## src/rtl/ktc_pkg.sv

```systemverilog
// Shared types, codes and helpers for the kettle thermostat controller.
package ktc_pkg;

  localparam int BLINK_PERIOD_DEFAULT = 128;

  localparam int CFG_INDEX_W = 4;
  localparam int CFG_DATA_W  = 21;

  // configuration register indexes
  localparam logic [CFG_INDEX_W-1:0] REG_TICKS_PER_HALF_HOUR = 4'd0;
  localparam logic [CFG_INDEX_W-1:0] REG_HYSTERESIS          = 4'd1;
  localparam logic [CFG_INDEX_W-1:0] REG_TARGET_LIMIT        = 4'd2;
  localparam logic [CFG_INDEX_W-1:0] REG_TIMER_LIMIT         = 4'd3;

  localparam logic [20:0] TICKS_PER_HALF_HOUR_RESET = 21'd367600;
  localparam logic [7:0]  HYSTERESIS_RESET          = 8'd8;
  localparam logic [6:0]  TARGET_LIMIT_RESET        = 7'd50;
  localparam logic [4:0]  TIMER_LIMIT_RESET         = 5'd19;

  localparam logic [6:0]  TARGET_RESET = 7'd40;

  // operations
  localparam logic [2:0] OP_TICK   = 3'd0;
  localparam logic [2:0] OP_SAMPLE = 3'd1;
  localparam logic [2:0] OP_START  = 3'd2;
  localparam logic [2:0] OP_MODE   = 3'd3;
  localparam logic [2:0] OP_UP     = 3'd4;
  localparam logic [2:0] OP_DOWN   = 3'd5;

  // run states
  localparam logic [1:0] RUN_IDLE    = 2'd0;
  localparam logic [1:0] RUN_ACTIVE  = 2'd1;
  localparam logic [1:0] RUN_DELAYED = 2'd2;

  // views
  localparam logic [1:0] VIEW_TARGET = 2'd0;
  localparam logic [1:0] VIEW_TEMP   = 2'd1;
  localparam logic [1:0] VIEW_TIMER  = 2'd2;

  // beep requests
  localparam logic [1:0] BEEP_NONE    = 2'd0;
  localparam logic [1:0] BEEP_START   = 2'd1;
  localparam logic [1:0] BEEP_STOP    = 2'd2;
  localparam logic [1:0] BEEP_REACHED = 2'd3;

  typedef struct packed {
    logic [2:0]  operation;
    logic [11:0] temperature_q4;
  } in_item_t;

  typedef struct packed {
    logic        heater_level;
    logic [6:0]  display_value;
    logic [1:0]  view_mode;
    logic        start_lamp;
    logic        warm_lamp;
    logic [1:0]  beep_count;
    logic        save_request;
  } out_item_t;

  typedef struct packed {
    logic [20:0] ticks_per_half_hour;
    logic [7:0]  hysteresis_q4;
    logic [6:0]  target_limit;
    logic [4:0]  timer_limit;
  } cfg_t;

  // values here never reach 256, so two compares do
  function automatic logic [6:0] mod100(input logic [7:0] v);
    logic [7:0] r;
    if (v >= 8'd200) begin
      r = v - 8'd200;
    end else if (v >= 8'd100) begin
      r = v - 8'd100;
    end else begin
      r = v;
    end
    return r[6:0];
  endfunction

endpackage

```

## src/rtl/kettle_thermostat_controller.sv

```systemverilog
// Kettle thermostat controller top level: input register, step logic, result register.
//
// Events (tick, temperature sample, start, mode, up, down) enter on the in_*
// channel; every accepted item gives exactly one result item on out_*, in order,
// carrying heater level, display value, view, lamps, beep and save requests.
// An item is accepted into the input register, then processed by the step logic
// into the result register once that register is free, which raises out_valid.
// One item per cycle is sustained while out_ready stays high: the input
// register takes a new item in the same cycle that the held one moves on.
// When out_ready is low the result register holds its item; the input register
// then fills and in_ready falls until the result is taken. No item is lost.
// The cfg_* channel is always ready; writes take effect on the next edge and
// belong only to idle periods. Unknown register indexes are ignored.
// rst (synchronous, active high) empties both registers, loads the register
// reset values and returns the controller to idle with target 40 degrees.
// BLINK_PERIOD sets how many ticks the start lamp stays in each phase while a
// delayed start is pending.
module kettle_thermostat_controller #(
  parameter int BLINK_PERIOD = ktc_pkg::BLINK_PERIOD_DEFAULT
) (
  input  logic                            clk,
  input  logic                            rst,
  input  logic                            in_valid,
  output logic                            in_ready,
  input  ktc_pkg::in_item_t               in_item,
  output logic                            out_valid,
  input  logic                            out_ready,
  output ktc_pkg::out_item_t              out_item,
  input  logic                            cfg_valid,
  output logic                            cfg_ready,
  input  logic [ktc_pkg::CFG_INDEX_W-1:0] cfg_index,
  input  logic [ktc_pkg::CFG_DATA_W-1:0]  cfg_data
);

  logic               in_full;
  ktc_pkg::in_item_t  in_hold;
  logic               step_go;
  ktc_pkg::cfg_t      cfg;
  ktc_pkg::out_item_t step_result;

  assign cfg_ready = 1'b1;
  assign step_go   = in_full && (!out_valid || out_ready);
  assign in_ready  = !in_full || step_go;

  ktc_cfg_regs u_cfg (
    .clk      (clk),
    .rst      (rst),
    .wr_en    (cfg_valid),
    .wr_index (cfg_index),
    .wr_data  (cfg_data),
    .cfg      (cfg)
  );

  ktc_step #(
    .BLINK_PERIOD (BLINK_PERIOD)
  ) u_step (
    .clk    (clk),
    .rst    (rst),
    .go     (step_go),
    .item   (in_hold),
    .cfg    (cfg),
    .result (step_result)
  );

  always_ff @(posedge clk) begin
    if (rst) begin
      in_full <= 1'b0;
    end else if (in_valid && in_ready) begin
      in_full <= 1'b1;
    end else if (step_go) begin
      in_full <= 1'b0;
    end
  end

  always_ff @(posedge clk) begin
    if (in_valid && in_ready) begin
      in_hold <= in_item;
    end
  end

  always_ff @(posedge clk) begin
    if (rst) begin
      out_valid <= 1'b0;
    end else if (step_go) begin
      out_valid <= 1'b1;
    end else if (out_ready) begin
      out_valid <= 1'b0;
    end
  end

  always_ff @(posedge clk) begin
    if (step_go) begin
      out_item <= step_result;
    end
  end

endmodule

```

## src/rtl/ktc_cfg_regs.sv

```systemverilog
// Configuration register bank for the kettle thermostat controller.
module ktc_cfg_regs (
  input  logic                             clk,
  input  logic                             rst,
  input  logic                             wr_en,
  input  logic [ktc_pkg::CFG_INDEX_W-1:0]  wr_index,
  input  logic [ktc_pkg::CFG_DATA_W-1:0]   wr_data,
  output ktc_pkg::cfg_t                    cfg
);

  always_ff @(posedge clk) begin
    if (rst) begin
      cfg.ticks_per_half_hour <= ktc_pkg::TICKS_PER_HALF_HOUR_RESET;
      cfg.hysteresis_q4       <= ktc_pkg::HYSTERESIS_RESET;
      cfg.target_limit        <= ktc_pkg::TARGET_LIMIT_RESET;
      cfg.timer_limit         <= ktc_pkg::TIMER_LIMIT_RESET;
    end else if (wr_en) begin
      // writes to unknown indexes are dropped
      case (wr_index)
        ktc_pkg::REG_TICKS_PER_HALF_HOUR: cfg.ticks_per_half_hour <= wr_data[20:0];
        ktc_pkg::REG_HYSTERESIS:          cfg.hysteresis_q4       <= wr_data[7:0];
        ktc_pkg::REG_TARGET_LIMIT:        cfg.target_limit        <= wr_data[6:0];
        ktc_pkg::REG_TIMER_LIMIT:         cfg.timer_limit         <= wr_data[4:0];
        default: ;
      endcase
    end
  end

endmodule

```

## src/rtl/ktc_step.sv

```systemverilog
// Controller state and the single-pass next-state and result logic.
module ktc_step #(
  parameter int BLINK_PERIOD = ktc_pkg::BLINK_PERIOD_DEFAULT
) (
  input  logic               clk,
  input  logic               rst,
  input  logic               go,
  input  ktc_pkg::in_item_t  item,
  input  ktc_pkg::cfg_t      cfg,
  output ktc_pkg::out_item_t result
);

  localparam int BW = (BLINK_PERIOD > 1) ? $clog2(BLINK_PERIOD) : 1;
  localparam logic [BW:0] BLINK_END = (BW+1)'(BLINK_PERIOD);

  logic [1:0]    run_state,        run_state_next;
  logic [1:0]    current_view,     current_view_next;
  logic [6:0]    target_deg,       target_deg_next;
  logic [11:0]   last_temperature, last_temperature_next;
  logic          over_flag,        over_flag_next;
  logic          keep_warm,        keep_warm_next;
  logic [4:0]    delay_steps,      delay_steps_next;
  logic [20:0]   elapsed_ticks,    elapsed_ticks_next;
  logic [BW-1:0] blink_ticks,      blink_ticks_next;
  logic          start_led_level,  start_led_level_next;
  logic          heater_state,     heater_state_next;

  logic          regulate_en;
  logic [12:0]   goal;
  logic [1:0]    beep;
  logic          save;
  logic [6:0]    shown;

  always_comb begin
    run_state_next        = run_state;
    current_view_next     = current_view;
    target_deg_next       = target_deg;
    last_temperature_next = last_temperature;
    over_flag_next        = over_flag;
    keep_warm_next        = keep_warm;
    delay_steps_next      = delay_steps;
    elapsed_ticks_next    = elapsed_ticks;
    blink_ticks_next      = blink_ticks;
    start_led_level_next  = start_led_level;
    heater_state_next     = heater_state;
    regulate_en           = 1'b0;
    beep                  = ktc_pkg::BEEP_NONE;
    save                  = 1'b0;

    unique case (item.operation)
      ktc_pkg::OP_TICK: begin
        if (run_state == ktc_pkg::RUN_DELAYED) begin
          if ({1'b0, elapsed_ticks} + 22'd1 >= {1'b0, cfg.ticks_per_half_hour}) begin
            elapsed_ticks_next = '0;
            if (delay_steps != 5'd0) begin
              delay_steps_next = delay_steps - 5'd1;
            end
            if (delay_steps_next == 5'd0) begin
              run_state_next       = ktc_pkg::RUN_ACTIVE;
              start_led_level_next = 1'b1;
            end
          end else begin
            elapsed_ticks_next = elapsed_ticks + 21'd1;
          end
          // blink keeps going on the tick that ends the delay
          if ({1'b0, blink_ticks} + {{BW{1'b0}}, 1'b1} >= BLINK_END) begin
            blink_ticks_next     = '0;
            start_led_level_next = ~start_led_level_next;
          end else begin
            blink_ticks_next = blink_ticks + BW'(1);
          end
        end
      end
      ktc_pkg::OP_SAMPLE: begin
        last_temperature_next = item.temperature_q4;
        regulate_en           = 1'b1;
      end
      ktc_pkg::OP_START: begin
        if (run_state == ktc_pkg::RUN_IDLE) begin
          if (delay_steps == 5'd0) begin
            run_state_next = ktc_pkg::RUN_ACTIVE;
          end else begin
            run_state_next     = ktc_pkg::RUN_DELAYED;
            elapsed_ticks_next = '0;
          end
          beep                 = ktc_pkg::BEEP_START;
          start_led_level_next = 1'b1;
        end else begin
          run_state_next       = ktc_pkg::RUN_IDLE;
          beep                 = ktc_pkg::BEEP_STOP;
          keep_warm_next       = 1'b0;
          start_led_level_next = 1'b0;
        end
        regulate_en = 1'b1;
      end
      ktc_pkg::OP_MODE: begin
        unique case (current_view)
          ktc_pkg::VIEW_TARGET: current_view_next = ktc_pkg::VIEW_TEMP;
          ktc_pkg::VIEW_TEMP:   current_view_next = ktc_pkg::VIEW_TIMER;
          default:              current_view_next = ktc_pkg::VIEW_TARGET;
        endcase
      end
      ktc_pkg::OP_UP: begin
        if (current_view == ktc_pkg::VIEW_TARGET) begin
          if (target_deg < cfg.target_limit) begin
            target_deg_next = target_deg + 7'd1;
            save            = 1'b1;
          end
        end else if (current_view == ktc_pkg::VIEW_TIMER) begin
          if (delay_steps < cfg.timer_limit) begin
            delay_steps_next = delay_steps + 5'd1;
          end
        end
      end
      ktc_pkg::OP_DOWN: begin
        if (current_view == ktc_pkg::VIEW_TARGET) begin
          if (target_deg != 7'd0) begin
            target_deg_next = target_deg - 7'd1;
            save            = 1'b1;
          end
        end else if (current_view == ktc_pkg::VIEW_TIMER) begin
          if (delay_steps != 5'd0) begin
            delay_steps_next = delay_steps - 5'd1;
          end
        end
      end
      default: ;
    endcase

    // bang-bang with hysteresis, on the state left by the event
    goal = {2'b00, target_deg_next, 4'b0000};
    if (regulate_en) begin
      if (run_state_next != ktc_pkg::RUN_ACTIVE) begin
        heater_state_next = 1'b0;
      end else if (over_flag_next) begin
        if ({1'b0, last_temperature_next} <= goal) begin
          heater_state_next = 1'b1;
          over_flag_next    = 1'b0;
        end else begin
          heater_state_next = 1'b0;
        end
      end else begin
        if ({1'b0, last_temperature_next} <= goal + {5'd0, cfg.hysteresis_q4}) begin
          heater_state_next = 1'b1;
        end else begin
          heater_state_next = 1'b0;
          over_flag_next    = 1'b1;
        end
      end
    end

    // first pass of the target while running: alarm and keep-warm
    if (item.operation == ktc_pkg::OP_SAMPLE && run_state_next == ktc_pkg::RUN_ACTIVE &&
        over_flag_next && !keep_warm_next) begin
      beep           = ktc_pkg::BEEP_REACHED;
      keep_warm_next = 1'b1;
    end

    unique case (current_view_next)
      ktc_pkg::VIEW_TARGET: shown = ktc_pkg::mod100({1'b0, target_deg_next});
      ktc_pkg::VIEW_TEMP:   shown = ktc_pkg::mod100(last_temperature_next[11:4]);
      ktc_pkg::VIEW_TIMER:  shown = ktc_pkg::mod100({3'b000, delay_steps_next} * 8'd5);
      default:              shown = 7'd0;
    endcase
  end

  always_comb begin
    result.heater_level  = heater_state_next;
    result.display_value = shown;
    result.view_mode     = current_view_next;
    result.start_lamp    = start_led_level_next;
    result.warm_lamp     = keep_warm_next;
    result.beep_count    = beep;
    result.save_request  = save;
  end

  always_ff @(posedge clk) begin
    if (rst) begin
      run_state        <= ktc_pkg::RUN_IDLE;
      current_view     <= ktc_pkg::VIEW_TARGET;
      target_deg       <= ktc_pkg::TARGET_RESET;
      last_temperature <= '0;
      over_flag        <= 1'b0;
      keep_warm        <= 1'b0;
      delay_steps      <= '0;
      elapsed_ticks    <= '0;
      blink_ticks      <= '0;
      start_led_level  <= 1'b0;
      heater_state     <= 1'b0;
    end else if (go) begin
      run_state        <= run_state_next;
      current_view     <= current_view_next;
      target_deg       <= target_deg_next;
      last_temperature <= last_temperature_next;
      over_flag        <= over_flag_next;
      keep_warm        <= keep_warm_next;
      delay_steps      <= delay_steps_next;
      elapsed_ticks    <= elapsed_ticks_next;
      blink_ticks      <= blink_ticks_next;
      start_led_level  <= start_led_level_next;
      heater_state     <= heater_state_next;
    end
  end

endmodule

```

## config.mk

```make
export PLATFORM = sky130hd
export DESIGN_NAME = kettle_thermostat_controller
export DESIGN_NICKNAME = d
export VERILOG_FILES = /design/src/rtl/ktc_pkg.sv /design/src/rtl/kettle_thermostat_controller.sv /design/src/rtl/ktc_cfg_regs.sv /design/src/rtl/ktc_step.sv
export SDC_FILE = /design/constraint.sdc
export NUM_CORES = 1
export LEC_CHECK = 0
export ABC_AREA = 1
export BUFFER_PORTS_ARGS = -buffer_cell sky130_fd_sc_hd__buf_2
export CAP_MARGIN = 5
export CORE_AREA = 2 2 166 103
export CTS_CLUSTER_DIAMETER = 60
export CTS_CLUSTER_SIZE = 24
export DETAILED_ROUTE_END_ITERATION = 16
export DIE_AREA = 0 0 168 105
export PLACE_DENSITY_LB_ADDON = 0.3
export SLEW_MARGIN = 20
export SYNTH_ARGS = -nofsm -noshare
export SYNTH_HDL_FRONTEND = slang
export SYNTH_SLANG_ARGS = --single-unit
```

## constraint.sdc

```tcl
create_clock -name clk -period 7.5 [get_ports clk]
set_clock_uncertainty 0.05 [all_clocks]
set_input_delay 0.375 -clock clk [delete_from_list [all_inputs] [get_ports clk]]
set_output_delay 0.375 -clock clk [all_outputs]
set_load 0.05 [all_outputs]
```

==> out/metrics.csv <==
metric;value;unit
vias in the first global route;7175;
global-route usage over all layers;25.6;%
Clock power frac;42.1;%
Die Area;17600;um2
Switching Share;31.0;%
Worst VDD drop;0.000180;V
Crit. End Element;register;
internal reg-to-reg setup slack;1.64;ns
Synth top cells by count;nand2_1 (239), inv_1 (195), a21oi_1 (124), dfxtp_1 (103), o21ai_0 (93);
initial antenna violation count;0;
Tcrit/Tclk final;78.1;%
cells after synthesis;1212;
met2 Use GR;36.0;%
Antenna Diode Count;0;
HPWL Detailed;16.4;mm
most used cell, CP;nand2_1;
Yosys top cell by area;dfxtp_1;
CP startpoint;u_step.elapsed_ticks[0]$_SDFFE_PP0P_;
GPL Wtd Cong;0.934;
Post-CTS Hold Buffers;0;
number of fill cells;1451;
Leak;4.75;nW
vias per cell;5.41;
global-route wire length before repair;35.8;mm
layer with the highest usage;met1;
initial drt markers;683;
CP Max Fanout;9;
H-Tree Depth;4;
Final Hold Vio Count;0;
worst-skew pair later-pin latency;0.43;ns
Setup Viol. Count Final;0;
Cell variety after synth;53;
GR Util met1;38.9;%
combinational power share;19.2;%
Final Total Pwr;2.03;mW
starting density of the core;54.7;%
clock root buffer;clkbuf_16;
Post-CTS Setup Bufs;0;
Routed WL;22.2;mm
Synth Cell Area;8750;um2
crit path DAT;5.99;ns
CP startpoint kind;register;
# resized after CTS;0;
largest net degree at the start of global routing;61;
area of the multi-input gates;4900;um2
post-synthesis sequential area ratio;33.9;%
Max Cap Viol;0;
Remaining DRCs;0;
core box area;16000;um2
clock transition at the registers of the reported paths;0.07;ns
Post-synth EDFFs;30;
PortBufs;61;
Congestion Overflow GR;0;
fmax;0.171;GHz
Area contributors post-synth;dfxtp_1 (24%), ha_1 (11%), edfxtp_1 (10%);
Post-Place Cells;1456;
Worst Hold Class;in -> reg;
CTS tree;yes;
Async SR Flop Fraction;0;%
Primary FF master, synth;dfxtp_1;
Net Sw Power;627;uW
Post-Syn Nets;1336;
Crit-path slowest cell;fa_1;
Top-Level Pins;63;
Non-Filler Instances;1488;
Mean Syn Cell Area;7.22;um2
end of the worst register-to-register path;out_item[10]$_DFFE_PP_;
hold_sp;in_item[5];
post-route ant nets;0;
Slew Limit Fails;0;
worst setup path endpoint;out_item[10]$_DFFE_PP_;
routed wire length per instance;14.9;um
reg2reg path depth;36;
Cell Pwr Density;206;nW/um2
Final Critical Period;5.86;ns
R2R Path Start;u_step.elapsed_ticks[0]$_SDFFE_PP0P_;
die height;105;um
clock tree buffer depth;2;
NumNets Final;1390;
Pint;1.40;mW
Synth top area share;23.6;%
Crit Path Class;reg -> reg;
CP required;7.63;ns
Max stage delay on crit path;0.62;ns
sequential cell area;2960;um2
synth warn;0;
layout cells sized above 1;11.4;%
post-route setup TNS;0;ns
M3 GR Usage;5.76;%
slew margin rel.;35.1;%
unrepaired setup endpoints after global routing;no;
# clock sinks;133;
row cnt;36;
outcome;completed;
most common cell in the netlist;nand2_1;
Syn-to-layout area delta;12.4;%
Reg power frac;38.8;%
drt pass-1 iters;7;
Slew @ Worst Pin;0.966;ns
clock buffer count from CTS;17;
die width;168;um
count of state elements after synthesis;133;
detailed-route via count;8045;
area by class of cell:
class,instances,share of cell area [%]
Multi-Input combinational cell,845,49.8
Clock inverter,11,1.15
Sequential cell,133,30.1
Clock buffer,21,5.01
Tap cell,209,2.66
Inverter,203,7.75
Timing Repair Buffer,66,3.49
layer usage:
| metal | wire, um | share of wire [%] |
|---|---|---|
| met5 | 0 | 0 |
| met1 | 11500 | 52 |
| met4 | 247 | 1.1 |
| met2 | 8860 | 40 |
| met3 | 1600 | 7.2 |
placed cells by master, fill, tap and decap left out, types with 2 or more instances in the layout:
cell type and count:
nand3_1 52, inv_1 195, nor3_1 17, inv_6 3
ha_1 77, o211ai_1 15, o21ai_0 93, nor2_2 6
nand2_4 6, buf_2 61, o22ai_1 2, edfxtp_1 30
nor2_4 7, buf_4 5, xor2_1 25, a21oi_1 124
a211oi_1 5, nor2_1 85, o31ai_1 3, nand3_2 2
nand3b_1 2, o21bai_1 2, inv_2 7, nand2_1 239
nor4_1 3, o21a_1 3, xnor2_1 11, o21ai_2 3
nand2_2 10, dfxtp_1 103, a31oi_1 3, fa_1 2
nand4_1 18, clkbuf_16 19, clkinv_4 3, o221ai_1 4
nor3_2 2, o21ai_1 10
worst max-delay path, delay by kind of cell (launching register included):
| family | cells | cell delay [ns] |
|---|---|---|
| compound gates | 4 | 0.66 |
| simple gates | 20 | 2.36 |
| buf+inv | 6 | 0.49 |
| xor+xnor | 1 | 0.14 |
| flops | 1 | 0.42 |
| fa+ha+maj | 5 | 1.50 |
registers in the layout, summed over array words and instances (netlist names):
signal and cells:
u_step.keep_warm 1, u_step.over_flag 1, u_step.heater_state 1, in_full 1, u_step.target_deg 7, u_step.current_view 2, out_valid 1, u_step.blink_ticks 7
u_step.start_led_level 1, in_hold 15, u_step.last_temperature 12, u_step.delay_steps 5, u_step.elapsed_ticks 21, out_item 15, u_cfg.cfg 41, u_step.run_state 2
stage by stage:
| step | setup WS, ns | hold WS [ns] | cell area, um2 | util, % |
|---|---|---|---|---|
| finish | 1.64 | 0.0642 | 9830 | 61.5 |
| CTS | 1.68 | 0.0558 | 9830 | 61.5 |
| global placement | 2.06 | 0.398 | 9230 | 57.7 |
| detailed placement | 1.72 | 0.403 | 9230 | 57.7 |
| global route | 1.02 | 0.0530 | 9830 | 61.5 |
| floorplan | 2.49 | 0.379 | 8750 | - |
kinds of logic (layout without fill, tap and decap cells):
logic type               Yosys count  after routing  share of synthesized area [%]
AND/OR/NAND/NOR                  455            455                           23.6
buffers and inverters            234            301                           10.2
flip-flops                       133            133                           33.9
XOR/XNOR                          36             36                           3.60
AO/OA/AOI/OAI                    274            274                           17.3
other                              1              1                         0.0429
adder cells (fa/ha/maj)           79             79                           11.5
worst min path at each step:
stage                                       to  cells after the start  slack, ns
floorplan            u_cfg.cfg[0]$_SDFFE_PP1P_                      2       0.38
global placement    u_cfg.cfg[33]$_SDFFE_PP0P_                      2       0.40
detailed placement   u_cfg.cfg[2]$_SDFFE_PP0P_                      2       0.40
CTS                       in_hold[5]$_DFFE_PP_                      1       0.06
global route              in_hold[9]$_DFFE_PP_                      1       0.05
finish                    in_hold[5]$_DFFE_PP_                      1       0.06
power groups by stage:
stage / logic, mW / registers (mW) / clock network [mW]
finish: 0.388 / 0.785 / 0.853
CTS: 0.382 / 0.785 / 0.858
global route: 0.436 / 0.788 / 0.890
floorplan: 0.264 / 0.816 / 0
detailed placement: 0.377 / 0.800 / 0
global placement: 0.372 / 0.800 / 0
Power figures use the tool's default switching activity.
